### config.mk
export PLATFORM = sky130hd
export DESIGN_NAME = isolated_pixel_check_core_flat
export DESIGN_NICKNAME = d
export VERILOG_FILES = /design/src/rtl/core/ipc_pkg.sv /design/src/rtl/core/ipc_pixel_if.sv /design/src/rtl/core/ipc_result_if.sv /design/src/rtl/core/ipc_cfg_if.sv /design/src/rtl/core/ipc_ram.sv /design/src/rtl/core/ipc_scan.sv /design/src/rtl/core/ipc_reduce.sv /design/src/rtl/core/isolated_pixel_check_core.sv /design/src/flat_wrapper.sv
export VERILOG_INCLUDE_DIRS = /design/src /design/src/rtl/core
export SDC_FILE = /design/constraint.sdc
export NUM_CORES = 1
export LEC_CHECK = 0
export BUFFER_PORTS_ARGS = -buffer_cell sky130_fd_sc_hd__buf_2
export CORE_UTILIZATION = 35
export DETAILED_ROUTE_END_ITERATION = 7
export PLACE_DENSITY_LB_ADDON = 0.15
export SLEW_MARGIN = 30
export SYNTH_ARGS = -nofsm -noshare
export SYNTH_HDL_FRONTEND = slang
export SYNTH_SLANG_ARGS = --single-unit
### constraint.sdc
create_clock -name clk -period 4.74 [get_ports clk]
set_clock_uncertainty 0.2 [all_clocks]
set_input_delay 0.237 -clock clk [delete_from_list [all_inputs] [get_ports clk]]
set_output_delay 0.237 -clock clk [all_outputs]
set_load 0.01 [all_outputs]
### src/rtl/core/assert_macros.svh
// Assertion macros shared by the core modules.
`ifndef ASSERT_MACROS_SVH
`define ASSERT_MACROS_SVH
`ifndef SYNTHESIS
// Clocked property that is switched off while reset is high.
`define IPC_ASSERT(lbl, clk, rst, prop, msg) \
  lbl: assert property (@(posedge clk) disable iff (rst) prop) else $error(msg);
// Clocked property that is also checked during reset.
`define IPC_ASSERT_NR(lbl, clk, prop, msg) \
  lbl: assert property (@(posedge clk) prop) else $error(msg);
`else
`define IPC_ASSERT(lbl, clk, rst, prop, msg)
`define IPC_ASSERT_NR(lbl, clk, prop, msg)
`endif
`endif

### src/rtl/core/ipc_pkg.sv
package ipc_pkg;

  // Configuration port geometry.
  localparam int CFG_DATA_W = 7;
  localparam int CFG_IDX_W  = 1;

  // Pending flags are OR-reduced in groups of this many bits per stage.
  localparam int RED_GROUP = 64;

  // Configuration register indexes.
  typedef enum logic [CFG_IDX_W-1:0] {
    REG_GRID_HEIGHT = 1'b0,
    REG_GRID_WIDTH  = 1'b1
  } cfg_reg_t;

  // Frame status handed from the scan stage to the reduction stages.
  typedef struct packed {
    logic last;
    logic found;
  } frame_stat_t;

  // Bits needed to hold a clamped dimension and compare it to a raw register value.
  function automatic int dim_bits(input int max_dim);
    int b;
    b = $clog2(max_dim + 1);
    return (b > CFG_DATA_W) ? b : CFG_DATA_W;
  endfunction

endpackage

### src/rtl/core/ipc_pixel_if.sv
interface ipc_pixel_if;
  logic valid;
  logic ready;
  logic pixel_set;

  modport source (output valid, output pixel_set, input ready);
  modport sink (input valid, input pixel_set, output ready);
endinterface

### src/rtl/core/ipc_result_if.sv
interface ipc_result_if;
  logic valid;
  logic ready;
  logic all_connected;

  modport source (output valid, output all_connected, input ready);
  modport sink (input valid, input all_connected, output ready);
endinterface

### src/rtl/core/ipc_cfg_if.sv
interface ipc_cfg_if;
  logic                          valid;
  logic                          ready;
  logic [ipc_pkg::CFG_IDX_W-1:0]  index;
  logic [ipc_pkg::CFG_DATA_W-1:0] data;

  modport source (output valid, output index, output data, input ready);
  modport sink (input valid, input index, input data, output ready);
endinterface

### src/rtl/core/ipc_ram.sv
module ipc_ram #(
  parameter int WIDTH = 1,
  parameter int DEPTH = 64
) (
  input  logic                     clk,
  input  logic                     we,
  input  logic [$clog2(DEPTH)-1:0] waddr,
  input  logic [WIDTH-1:0]         wdata,
  input  logic                     re,
  input  logic [$clog2(DEPTH)-1:0] raddr,
  output logic [WIDTH-1:0]         rdata
);

  logic [WIDTH-1:0] mem [DEPTH];

  // Single write port.
  always_ff @(posedge clk) begin
    if (we) begin
      mem[waddr] <= wdata;
    end
  end

  // Registered read; the output holds between reads.
  always_ff @(posedge clk) begin
    if (re) begin
      rdata <= mem[raddr];
    end
  end

endmodule

### src/rtl/core/ipc_scan.sv
`include "assert_macros.svh"

module ipc_scan #(
  parameter int MAX_WIDTH  = 64,
  parameter int MAX_HEIGHT = 64
) (
  input  logic                                         clk,
  input  logic                                         rst,
  input  logic                                         go,
  input  logic                                         pixel_set,
  input  logic [ipc_pkg::dim_bits(MAX_WIDTH)-1:0]      width_eff,
  input  logic [ipc_pkg::dim_bits(MAX_HEIGHT)-1:0]     height_eff,
  output ipc_pkg::frame_stat_t                         stat,
  output logic [MAX_WIDTH-1:0]                         snap_vec
);

  localparam int WDW = ipc_pkg::dim_bits(MAX_WIDTH);
  localparam int HDW = ipc_pkg::dim_bits(MAX_HEIGHT);
  localparam int CW  = $clog2(MAX_WIDTH);
  localparam int RW  = $clog2(MAX_HEIGHT);

  logic [CW-1:0]        col;
  logic [CW-1:0]        col_next;
  logic [RW-1:0]        row;
  logic [RW-1:0]        row_next;
  logic                 left_pixel;
  logic                 left_pixel_next;
  logic                 found_isolated;
  logic                 found_isolated_next;
  logic [MAX_WIDTH-1:0] pending;
  logic [MAX_WIDTH-1:0] pending_next;
  logic                 byp_valid;
  logic                 byp_data;

  logic [0:0]           ram_rdata;
  logic [0:0]           ram_wdata;
  logic                 first_row;
  logic                 up;
  logic                 has_left;
  logic                 found_step;
  logic [MAX_WIDTH-1:0] pend_step;
  logic                 row_end;
  logic                 frame_end;

  // Line store for the previous row, read one pixel ahead of use.
  assign ram_wdata = pixel_set;

  ipc_ram #(
    .WIDTH (1),
    .DEPTH (MAX_WIDTH)
  ) u_line (
    .clk   (clk),
    .we    (go),
    .waddr (col),
    .wdata (ram_wdata),
    .re    (go),
    .raddr (col_next),
    .rdata (ram_rdata)
  );

  // Neighbor terms for the current pixel. A single-column image reads the
  // entry just written, so that case comes from the bypass register.
  always_comb begin
    first_row  = (row == '0);
    up         = !first_row && (byp_valid ? byp_data : ram_rdata[0]);
    has_left   = (col != '0) && left_pixel;
    found_step = found_isolated || (!first_row && pending[col] && !pixel_set);
    row_end    = ((WDW'(col) + WDW'(1)) >= width_eff);
    frame_end  = row_end && ((HDW'(row) + HDW'(1)) >= height_eff);
  end

  // Pending flags after this pixel: the left neighbor is connected by a set
  // pixel, and the current column takes a fresh flag.
  always_comb begin
    for (int i = 0; i < MAX_WIDTH; i++) begin
      if (CW'(i) == col) begin
        pend_step[i] = pixel_set && !up && !has_left;
      end else if (has_left && pixel_set && (CW'(i) == (col - CW'(1)))) begin
        pend_step[i] = 1'b0;
      end else begin
        pend_step[i] = pending[i];
      end
    end
  end

  // Columns beyond the image width do not take part in the final check.
  always_comb begin
    for (int i = 0; i < MAX_WIDTH; i++) begin
      snap_vec[i] = pend_step[i] && (WDW'(i) < width_eff);
    end
  end

  assign stat.last  = go && frame_end;
  assign stat.found = found_step;

  // Position and frame state update.
  always_comb begin
    if (frame_end) begin
      col_next            = '0;
      row_next            = '0;
      left_pixel_next     = 1'b0;
      found_isolated_next = 1'b0;
      pending_next        = '0;
    end else if (row_end) begin
      col_next            = '0;
      row_next            = row + RW'(1);
      left_pixel_next     = 1'b0;
      found_isolated_next = found_step;
      pending_next        = pend_step;
    end else begin
      col_next            = col + CW'(1);
      row_next            = row;
      left_pixel_next     = pixel_set;
      found_isolated_next = found_step;
      pending_next        = pend_step;
    end
  end

  always_ff @(posedge clk) begin
    if (rst) begin
      col            <= '0;
      row            <= '0;
      left_pixel     <= 1'b0;
      found_isolated <= 1'b0;
      pending        <= '0;
      byp_valid      <= 1'b0;
    end else if (go) begin
      col            <= col_next;
      row            <= row_next;
      left_pixel     <= left_pixel_next;
      found_isolated <= found_isolated_next;
      pending        <= pending_next;
      byp_valid      <= (col_next == col);
    end
  end

  always_ff @(posedge clk) begin
    if (go) begin
      byp_data <= pixel_set;
    end
  end

  `IPC_ASSERT(a_frame_clear, clk, rst, go && frame_end |=> col == '0 && row == '0 && !found_isolated && pending == '0, "frame state not cleared after last pixel")
  `IPC_ASSERT(a_row_wrap, clk, rst, go && row_end && !frame_end |=> col == '0 && row == $past(row) + RW'(1), "row advance wrong at end of row")

endmodule

### src/rtl/core/ipc_reduce.sv
`include "assert_macros.svh"

module ipc_reduce #(
  parameter int MAX_WIDTH = 64
) (
  input  logic                 clk,
  input  logic                 rst,
  input  ipc_pkg::frame_stat_t stat,
  input  logic [MAX_WIDTH-1:0] snap_vec,
  output logic                 snap_ready,
  ipc_result_if.source         result
);

  localparam int GROUPS = (MAX_WIDTH + ipc_pkg::RED_GROUP - 1) / ipc_pkg::RED_GROUP;
  localparam int PADW   = GROUPS * ipc_pkg::RED_GROUP;

  logic              a_valid;
  logic              a_found;
  logic [PADW-1:0]   a_vec;
  logic              b_valid;
  logic              b_found;
  logic [GROUPS-1:0] b_grp;
  logic [GROUPS-1:0] b_grp_next;
  logic              c_valid;
  logic              c_conn;
  logic              a_free;
  logic              b_free;
  logic              c_free;

  // Each stage moves when the one after it has room.
  assign c_free     = !c_valid || result.ready;
  assign b_free     = !b_valid || c_free;
  assign a_free     = !a_valid || b_free;
  assign snap_ready = a_free;

  // First level of the OR tree: one flag per group of pending bits.
  always_comb begin
    for (int g = 0; g < GROUPS; g++) begin
      b_grp_next[g] = |a_vec[g*ipc_pkg::RED_GROUP +: ipc_pkg::RED_GROUP];
    end
  end

  // Stage valids.
  always_ff @(posedge clk) begin
    if (rst) begin
      a_valid <= 1'b0;
      b_valid <= 1'b0;
      c_valid <= 1'b0;
    end else begin
      if (a_free) begin
        a_valid <= stat.last;
      end
      if (b_free) begin
        b_valid <= a_valid;
      end
      if (c_free) begin
        c_valid <= b_valid;
      end
    end
  end

  // Stage payloads.
  always_ff @(posedge clk) begin
    if (a_free) begin
      a_found <= stat.found;
      a_vec   <= PADW'(snap_vec);
    end
    if (b_free) begin
      b_found <= a_found;
      b_grp   <= b_grp_next;
    end
    if (c_free) begin
      c_conn <= !(b_found || (b_grp != '0));
    end
  end

  assign result.valid         = c_valid;
  assign result.all_connected = c_conn;

  `IPC_ASSERT(a_snap_moves, clk, rst, a_valid && b_free |=> b_valid, "snapshot lost between stages")
  `IPC_ASSERT(a_result_value, clk, rst, b_valid && c_free |=> c_valid && c_conn == !($past(b_found) || ($past(b_grp) != '0)), "result does not match reduced flags")
  `IPC_ASSERT_NR(a_reset_idle, clk, rst |=> !c_valid && !b_valid && !a_valid, "result pipeline not empty after reset")

endmodule

### src/rtl/core/isolated_pixel_check_core.sv
// Checks a binary image, streamed one pixel per request in row-major order, for
// set pixels with no set up, down, left or right neighbor; grid_height (index 0)
// and grid_width (index 1) set the frame size, where 0 acts as 1 and values above
// MAX_HEIGHT or MAX_WIDTH act as that maximum. One request on all_connected
// follows the last pixel of each frame: 1 when no set pixel is isolated, which
// includes an all-clear image, and the block is then ready for the next frame.
// A pixel is taken every clock while the result path has room; the pace is set by
// the column update of the pending flags and the previous-row line RAM, whose
// read is issued one column ahead. The result leaves through a two-stage OR tree
// over the pending flags, held in reduction registers a, b and c. No clearing
// pass is needed after reset.
module isolated_pixel_check_core #(
  parameter int MAX_WIDTH  = 64,
  parameter int MAX_HEIGHT = 64
) (
  input  logic         clk,
  input  logic         rst,
  ipc_pixel_if.sink    pixel,
  ipc_result_if.source result,
  ipc_cfg_if.sink      cfg
);

  localparam int WDW = ipc_pkg::dim_bits(MAX_WIDTH);
  localparam int HDW = ipc_pkg::dim_bits(MAX_HEIGHT);

  logic [WDW-1:0]       width_eff;
  logic [HDW-1:0]       height_eff;
  logic                 in_valid;
  logic                 in_pix;
  logic                 scan_go;
  logic                 snap_ready;
  ipc_pkg::frame_stat_t stat;
  logic [MAX_WIDTH-1:0] snap_vec;

  function automatic logic [WDW-1:0] clamp_w(input logic [ipc_pkg::CFG_DATA_W-1:0] v);
    logic [WDW-1:0] ve;
    ve = WDW'(v);
    if (v == '0) begin
      return WDW'(1);
    end else if (ve > WDW'(MAX_WIDTH)) begin
      return WDW'(MAX_WIDTH);
    end
    return ve;
  endfunction

  function automatic logic [HDW-1:0] clamp_h(input logic [ipc_pkg::CFG_DATA_W-1:0] v);
    logic [HDW-1:0] ve;
    ve = HDW'(v);
    if (v == '0) begin
      return HDW'(1);
    end else if (ve > HDW'(MAX_HEIGHT)) begin
      return HDW'(MAX_HEIGHT);
    end
    return ve;
  endfunction

  // Configuration registers hold the clamped frame size.
  assign cfg.ready = 1'b1;

  always_ff @(posedge clk) begin
    if (rst) begin
      height_eff <= HDW'(1);
      width_eff  <= WDW'(1);
    end else if (cfg.valid) begin
      case (ipc_pkg::cfg_reg_t'(cfg.index))
        ipc_pkg::REG_GRID_HEIGHT: height_eff <= clamp_h(cfg.data);
        ipc_pkg::REG_GRID_WIDTH:  width_eff  <= clamp_w(cfg.data);
        default: ;
      endcase
    end
  end

  // Input register; it drains into the scan stage whenever the result path has room.
  assign scan_go     = in_valid && snap_ready;
  assign pixel.ready = !in_valid || scan_go;

  always_ff @(posedge clk) begin
    if (rst) begin
      in_valid <= 1'b0;
    end else if (pixel.ready) begin
      in_valid <= pixel.valid;
    end
  end

  always_ff @(posedge clk) begin
    if (pixel.ready) begin
      in_pix <= pixel.pixel_set;
    end
  end

  // Per-pixel neighbor tracking.
  ipc_scan #(
    .MAX_WIDTH  (MAX_WIDTH),
    .MAX_HEIGHT (MAX_HEIGHT)
  ) u_scan (
    .clk        (clk),
    .rst        (rst),
    .go         (scan_go),
    .pixel_set  (in_pix),
    .width_eff  (width_eff),
    .height_eff (height_eff),
    .stat       (stat),
    .snap_vec   (snap_vec)
  );

  // End-of-frame reduction and result register.
  ipc_reduce #(
    .MAX_WIDTH (MAX_WIDTH)
  ) u_reduce (
    .clk        (clk),
    .rst        (rst),
    .stat       (stat),
    .snap_vec   (snap_vec),
    .snap_ready (snap_ready),
    .result     (result)
  );

endmodule
### src/flat_wrapper.sv
// flat-port wrapper written by rule: the top's interface ports become plain ports
module isolated_pixel_check_core_flat 
#(
  parameter int MAX_WIDTH  = 64,
  parameter int MAX_HEIGHT = 64
)
  (clk, rst, pixel_valid, pixel_pixel_set, pixel_ready, result_valid, result_all_connected, result_ready, cfg_valid, cfg_index, cfg_data, cfg_ready);
  ipc_pixel_if pixel_i ();
  ipc_result_if result_i ();
  ipc_cfg_if cfg_i ();
  input  logic clk;
  input  logic rst;
  input wire logic [$bits(pixel_i.valid)-1:0] pixel_valid;
  input wire logic [$bits(pixel_i.pixel_set)-1:0] pixel_pixel_set;
  output wire logic [$bits(pixel_i.ready)-1:0] pixel_ready;
  output wire logic [$bits(result_i.valid)-1:0] result_valid;
  output wire logic [$bits(result_i.all_connected)-1:0] result_all_connected;
  input wire logic [$bits(result_i.ready)-1:0] result_ready;
  input wire logic [$bits(cfg_i.valid)-1:0] cfg_valid;
  input wire logic [$bits(cfg_i.index)-1:0] cfg_index;
  input wire logic [$bits(cfg_i.data)-1:0] cfg_data;
  output wire logic [$bits(cfg_i.ready)-1:0] cfg_ready;
  assign pixel_i.valid = pixel_valid;
  assign pixel_i.pixel_set = pixel_pixel_set;
  assign pixel_ready = pixel_i.ready;
  assign result_valid = result_i.valid;
  assign result_all_connected = result_i.all_connected;
  assign result_i.ready = result_ready;
  assign cfg_i.valid = cfg_valid;
  assign cfg_i.index = cfg_index;
  assign cfg_i.data = cfg_data;
  assign cfg_ready = cfg_i.ready;
  isolated_pixel_check_core #(.MAX_WIDTH(MAX_WIDTH), .MAX_HEIGHT(MAX_HEIGHT)) u_core (.clk(clk), .rst(rst), .pixel(pixel_i), .result(result_i), .cfg(cfg_i));
endmodule
* Yosys cells after proc, flatten, opt, wreduce, memory -nomap -nowiden
Memories as Yosys holds them, arrays and structs flattened. A register that Yosys moved wholly into a read port is not among the register bits.
Index checks and enable logic that the tools add are counted.
** Storage, ports and cells
- Flip-flop bits (word level) :: 167
- RAM bits :: 64
- Output and inout bits :: 4
- Logic and storage cells :: 537
- Memories :: 1
** Memories
- u_core.u_scan.u_line.mem :: words 64, bits a word 1, read ports 1, clocked after Yosys merged registers in 1, write ports 1, RTL line ipc_ram.sv:14 : logic [WIDTH-1:0] mem [DEPTH];
** Cells by class
- Add/sub/neg operators :: 5
- Magnitude comparators :: 68
- Equal/unequal tests :: 127
- Muxes and demuxes :: 153
- Bitwise logic cells :: 1
- Reductions and logical operators :: 163
** Operator list (count)
- 6-bit equality test, first input constant :: 64
- 6-bit by 7-bit less-than comparator with 1-bit output, first input constant :: 32
- 5-bit by 6-bit equality test with 1-bit output, first input constant :: 32
- 1-bit two-way mux :: 143
- 1-bit logical AND :: 138
- 5-bit by 7-bit less-than comparator with 1-bit output, first input constant :: 16
- 4-bit by 6-bit equality test with 1-bit output, first input constant :: 16
- 64-bit two-way mux :: 1
- 64-bit OR reduction :: 1
- 4-bit by 7-bit less-than comparator with 1-bit output, first input constant :: 8
- 3-bit by 6-bit equality test with 1-bit output, first input constant :: 8
- 3-bit by 7-bit less-than comparator with 1-bit output, first input constant :: 4
- 7-bit two-way mux :: 4
- 2-bit by 6-bit equality test with 1-bit output, first input constant :: 4
- 6-bit two-way mux :: 4
- 6-bit zero test :: 3
- 6-bit by 1-bit adder with 7-bit output, second input constant :: 2
- 7-bit >= comparator :: 2
- 1-bit by 7-bit less-than comparator with 1-bit output, first input constant :: 2
- 2-bit by 7-bit less-than comparator with 1-bit output, first input constant :: 2
- 6-bit by 1-bit adder with 6-bit output, second input constant :: 2
- 1-bit by 6-bit equality test with 1-bit output, first input constant :: 2
- 1-bit zero test :: 9
- 7-bit > comparator, second input constant :: 1
- 10 further kinds :: 17

* Longest topological paths before layout
- Depth in word-level cells :: 8
- Depth in mapped cells :: 14
- Depth with buffers taken out :: 11

* Cells and area by module
Synthesis repeated with hierarchy kept, for this count alone.
** Second synthesis, totals
- Cells, all modules :: 1353
- Area total of the unflattened synthesis :: 12979.9 um^2
** Modules (own cells, without submodules)
- ipc_scan :: times used 1, cells each 967, area each 7093.1 um^2, seq. area each 1611.5 um^2
- ipc_ram :: times used 1, cells each 205, area each 2946.6 um^2, seq. area each 1951.9 um^2
- ipc_reduce :: times used 1, cells each 103, area each 2292.2 um^2, seq. area each 2102.0 um^2
- isolated_pixel_check_core :: times used 1, cells each 78, area each 648.1 um^2, seq. area each 330.3 um^2

* Least setup slack after synthesis
No wires, ideal clock.
- Kind :: flip-flop to flip-flop
- Start point :: reg u_core.u_reduce.c_valid (netlist: u_core.u_reduce.result.valid)
- End point :: reg u_core.u_scan.pending[13]
- Library setup time :: 0.060 ns
- Arrival time :: 3.879 ns
- Data required time :: 4.480 ns
- Slack :: 0.602 ns
- Cell stages (with the launch flop) :: 8
- Cell sequence :: dfxtp_1 nor2b_1 nand3_1 nand2_2 inv_2 nor2_2 clkbuf_1 a22o_1
** On the way
- Longest elaborated chain between the ends :: 5
** Ends and longest elaborated chain
- start, declared :: RTL line ipc_reduce.sv:24 : logic c_valid;
- start signal, assigned :: RTL line ipc_reduce.sv:57 : c_valid <= b_valid;
- 1-bit zero test :: RTL line ipc_reduce.sv:31 : assign c_free = !c_valid || result.ready;
- 1-bit logical OR :: RTL line ipc_reduce.sv:31
- 1-bit logical OR :: RTL line ipc_reduce.sv:32 : assign b_free = !b_valid || c_free;
- 1-bit logical OR :: RTL line ipc_reduce.sv:33 : assign a_free = !a_valid || b_free;
- 1-bit logical AND :: RTL line isolated_pixel_check_core.sv:74 : assign scan_go = in_valid && snap_ready;
- net u_core.scan_go :: RTL line isolated_pixel_check_core.sv:30 : logic scan_go;
- end signal, assigned :: RTL line ipc_scan.sv:132 : pending <= pending_next;
- end, declared :: RTL line ipc_scan.sv:30 : logic [MAX_WIDTH-1:0] pending;
The timed path passes the listed nets, and every way through them passes these cells.
A chain may end at the register's enable or synchronous reset.

* Final worst setup path
- Start point :: reg u_core.width_eff[4]
- End point :: reg u_core.u_scan.u_line.rdata, read port of u_core.u_scan.u_line.mem, data pin
** On the way
- Longest elaborated chain between the ends :: 3
** Ends and longest elaborated chain
- start, declared :: RTL line isolated_pixel_check_core.sv:26 : logic [WDW-1:0] width_eff;
- start signal, assigned :: RTL line isolated_pixel_check_core.sv:67 : ipc_pkg::REG_GRID_WIDTH: width_eff <= clamp_w(cfg.data);
- 7-bit >= comparator * :: RTL line ipc_scan.sv:68 : row_end = ((WDW'(col) + WDW'(1)) >= width_eff);
- 6-bit two-way mux / 1-bit logical AND (equally long branches) :: RTL line ipc_scan.sv:104, ipc_scan.sv:69
- 6-bit two-way mux * :: RTL line ipc_scan.sv:98 : if (frame_end) begin
- end, declared :: RTL line ipc_ram.sv:11 : output logic [WIDTH-1:0] rdata
Every way passes the cells marked *; elsewhere a longest branch is shown, timed or not.

==> out/metrics.cfg <==
[finish]
layout.cells.non_filler = 1710
seq_area_um2 = 6000
fillers = 3536
design.final.nets = 1271
insertedDiodeCount = 0
synthToLayoutAreaGrowth_pct = 11.7
post_route_cells_drive_above_1_share = 0.133
multiInputGateArea_um2 = 5770

[timing]
fmax_mhz = 254
min_period_over_period = 0.829
setup-tns-final_ns = 0
setup_viol_count_final = 0
slew-limit-headroom = 0.339
layout_min_cycle_time_ns = 3.93
grt_setup_unrepaired = no
worst_slew_pin_slew_ns = 0.988
report.final.slew_viol_count = 0
finalHoldViolations = 0

[clocking]
clk_pin_slew_worst_paths_ns = 0.06
cts_root_buf = sky130_fd_sc_hd__clkbuf_16
tritoncts.num_buffers = 26
number_of_levels_the_h_tree_was_split_into = 1
cts.hold.buffers_added = 14
post_cts_resize_count = 0
cts_buffer_depth = 3
clock-sinks = 232
post_cts_buffers = 0
tritoncts = done
clk_latency_ns = 0.55

[global_routing]
grt_start_max_net_pins = 67
track_usage = 0.231
wire_length_of_the_first_global_routing_pass_mm = 62.6
grt-ovfl-total = 0
antenna_found_initial = 0
first_global_vias = 9639

[run_status]
result_of_the_run = finished clean

[critical_path]
cp_slowest_cell = sky130_fd_sc_hd__dfxtp_1
worst-path-buf-inv = 1
worst-endpoint-required_ns = 4.92
startpoint_type = register
path_max_fanout = 15
category_of_the_most_critical_setup_path = reg -> reg
cp_top_family = compound AO/OA/AOI/OAI gates
max_stage_delay_ns = 0.71
crit_path_cell_trace = clkinv_1, ha_1, a211o_1, o211ai_1, o311a_1, o21ai_0, nor4_1, a311oi_1, o211ai_1
element_type_at_the_critical_path_end = register
cp.arrival_ns = 4.11
critPathMostFrequentCell = sky130_fd_sc_hd__o211ai_1

[logic_synthesis]
syn_inst = 1232
synth_mux_area_frac = 0.0546
synth_top_cells_by_count = 141 x sky130_fd_sc_hd__nor2_1, 135 x sky130_fd_sc_hd__edfxtp_1, 122 x sky130_fd_sc_hd__nand2_1
yosysWarnings = 0
yosysUniqueCellTypes = 88
synth-edff-count = 135
synth_most_common_cell = sky130_fd_sc_hd__nor2_1
post_synth.cell_area_avg_um2 = 9.98
ys.flop_type = sky130_fd_sc_hd__edfxtp_1
yosysTopAreaCellShare = 0.330
number_of_nets_in_the_synthesized_netlist = 1268
synth_compound_gate_area_share = 0.218
post_synth_adder_cell_area = 0.0224
synth_sequential_area_ratio = 0.488
synth-xor-area-share = 0.00987
synth_area_um2 = 12300
synth-seq-cells = 232
asyncSetResetFlopFracSynth = 0
netlist.top_cell.by_area = sky130_fd_sc_hd__edfxtp_1
simple_logic_cell_fraction_of_the_synthesized_area = 0.161
synth.top_cells.by_area = sky130_fd_sc_hd__edfxtp_1 33%, sky130_fd_sc_hd__dfxtp_1 16%, sky130_fd_sc_hd__nor2_1 4.3%
synth_top_family_by_area = compound AO/OA/AOI/OAI gates

[power_and_ir_drop]
power.ir.vdd_worst_v = 0.000279
leak_pwr_nw = 4.53
power.density_cell_area_nw_per_um2 = 319

[floorplan]
initial_utilization = 0.356
floorplan.core_area_um2 = 34500
rows = 68
die_y_um = 189
io-pin-count = 18
fp.dieW_um = 189
dieArea_um2 = 35900

[routing]
drcViolationCount = 0
wl_per_cell_um = 24.1
wl_mm = 41.3
number_of_vias_per_cell = 5.95
firstDrtPassIters = 7
vias = 10200
drtIter0Drc = 1153
antenna_left = 0

[place]
place_inst = 1648
hpwl_mm = 28.8
gpl.final_weighted_congestion = 0.904
port_buffer_count = 16

[run]
max_cap_violations = 0

[min_path]
worstHoldPathType = in -> reg

-- worst reg2reg max path: cells and delay by family, from the launching register on --
kind	cells	cell delay (ns)
buffers and inverters	1	0.52
flip-flops	1	0.71
AND/OR/NAND/NOR	1	0.37
adder cells (fa/ha/maj)	1	0.45
AO/OA/AOI/OAI	6	1.50
-- final cells by class --
| class | instances | area share |
|---|---|---|
| Timing Repair Buffer | 67 | 0.0372 |
| Tap cell | 455 | 0.0414 |
| Clock buffer | 28 | 0.0479 |
| Sequential cell | 232 | 0.437 |
| Inverter | 26 | 0.00710 |
| Clock inverter | 20 | 0.0102 |
| Multi-Input combinational cell | 882 | 0.420 |
-- registers in the layout, summed over array words and instances (netlist names), 6 cells and up --
| register | count |
|---|---|
| u_core.u_scan.pending | 64 |
| u_core.u_scan.col | 6 |
| u_core.width_eff | 7 |
| u_core.u_scan.u_line.mem | 64 |
| u_core.u_scan.row | 6 |
| u_core.height_eff | 7 |
| u_core.u_reduce.a_vec | 64 |
-- metrics by stage --
stage | cell area (µm²) | utilization | worst slack (ns) | power, W | hold WS [ns]
3_3_place_gp | 12800 | 0.371 | 1.07 | 0.00249 | 0.216
2_1_floorplan | 12300 | - | 0.602 | 0.00239 | 0.136
3_5_place_dp | 12800 | 0.371 | 0.979 | 0.00249 | 0.216
5_1_grt | 13700 | 0.398 | 0.620 | 0.00453 | 0.0415
4_1_cts | 13700 | 0.398 | 0.924 | 0.00443 | 0.0141
6_report | 13700 | 0.398 | 0.809 | 0.00439 | 0.0162
-- layout by cell type, fill, tap and decap left out, drive strengths merged, types with 5 or more instances in the layout --
cell	instances
mux4	16
edfxtp	135
a22oi	5
and3	8
nand3	37
clkinv	19
and2	9
nand2	123
o31ai	17
o21ai	86
a21boi	10
mux2	14
nor3	9
inv	25
o31a	27
nor2b	12
o21a	8
nor3b	12
a22o	26
xnor2	7
dlygate4sd3	14
ha	22
o221ai	41
nand4	9
o211ai	11
nor4	20
dfxtp	97
nand2b	6
a211oi	14
or2	21
o211a	5
mux2i	15
buf	53
a21oi	85
nor2	145
clkbuf	28
-- kinds of logic (layout without fill, tap and decap cells) --
kind of cell | after synthesis | after routing
compound gates | 381 | 381
xor+xnor | 10 | 10
fa+ha+maj | 22 | 22
buf+inv | 118 | 141
flops | 232 | 232
mux | 45 | 45
other cells | 1 | 1
simple gates | 423 | 423
-- layer usage --
| metal | global-route usage | routed length [µm] | vias up | share of wire |
|---|---|---|---|---|
| met4 | 0.0779 | 1510 | 0 | 0.036 |
| met3 | 0.0335 | 2710 | 78 | 0.066 |
| met1 | 0.338 | 19100 | 5028 | 0.46 |
| li1 | - | - | 4664 | - |
| met2 | 0.346 | 18000 | 399 | 0.44 |
| met5 | 0 | 0 | - | 0 |
-- where the power goes --
group / internal (W) / total [W] / switching (W)
sequential: 0.00213 / 0.00215 / 0.0000153
combinational: 0.0000923 / 0.000317 / 0.000225
clock: 0.00106 / 0.00192 / 0.000862
-- path summary, 6_finish.rpt --
| check | from | to | slack, ns | cells after the start |
|---|---|---|---|---|
| hold reg to reg | u_core.u_reduce.a_found | u_core.u_reduce.b_found | 0.25 | 0 |
| hold / removal | rst | u_core.height_eff[3] | 0.02 | 2 |
| setup / recovery | u_core.width_eff[4] | u_core.u_scan.u_line.rdata | 0.81 | 9 |
| setup reg to reg | u_core.width_eff[4] | u_core.u_scan.u_line.rdata | 0.81 | 9 |
Power figures use the tool's default switching activity.
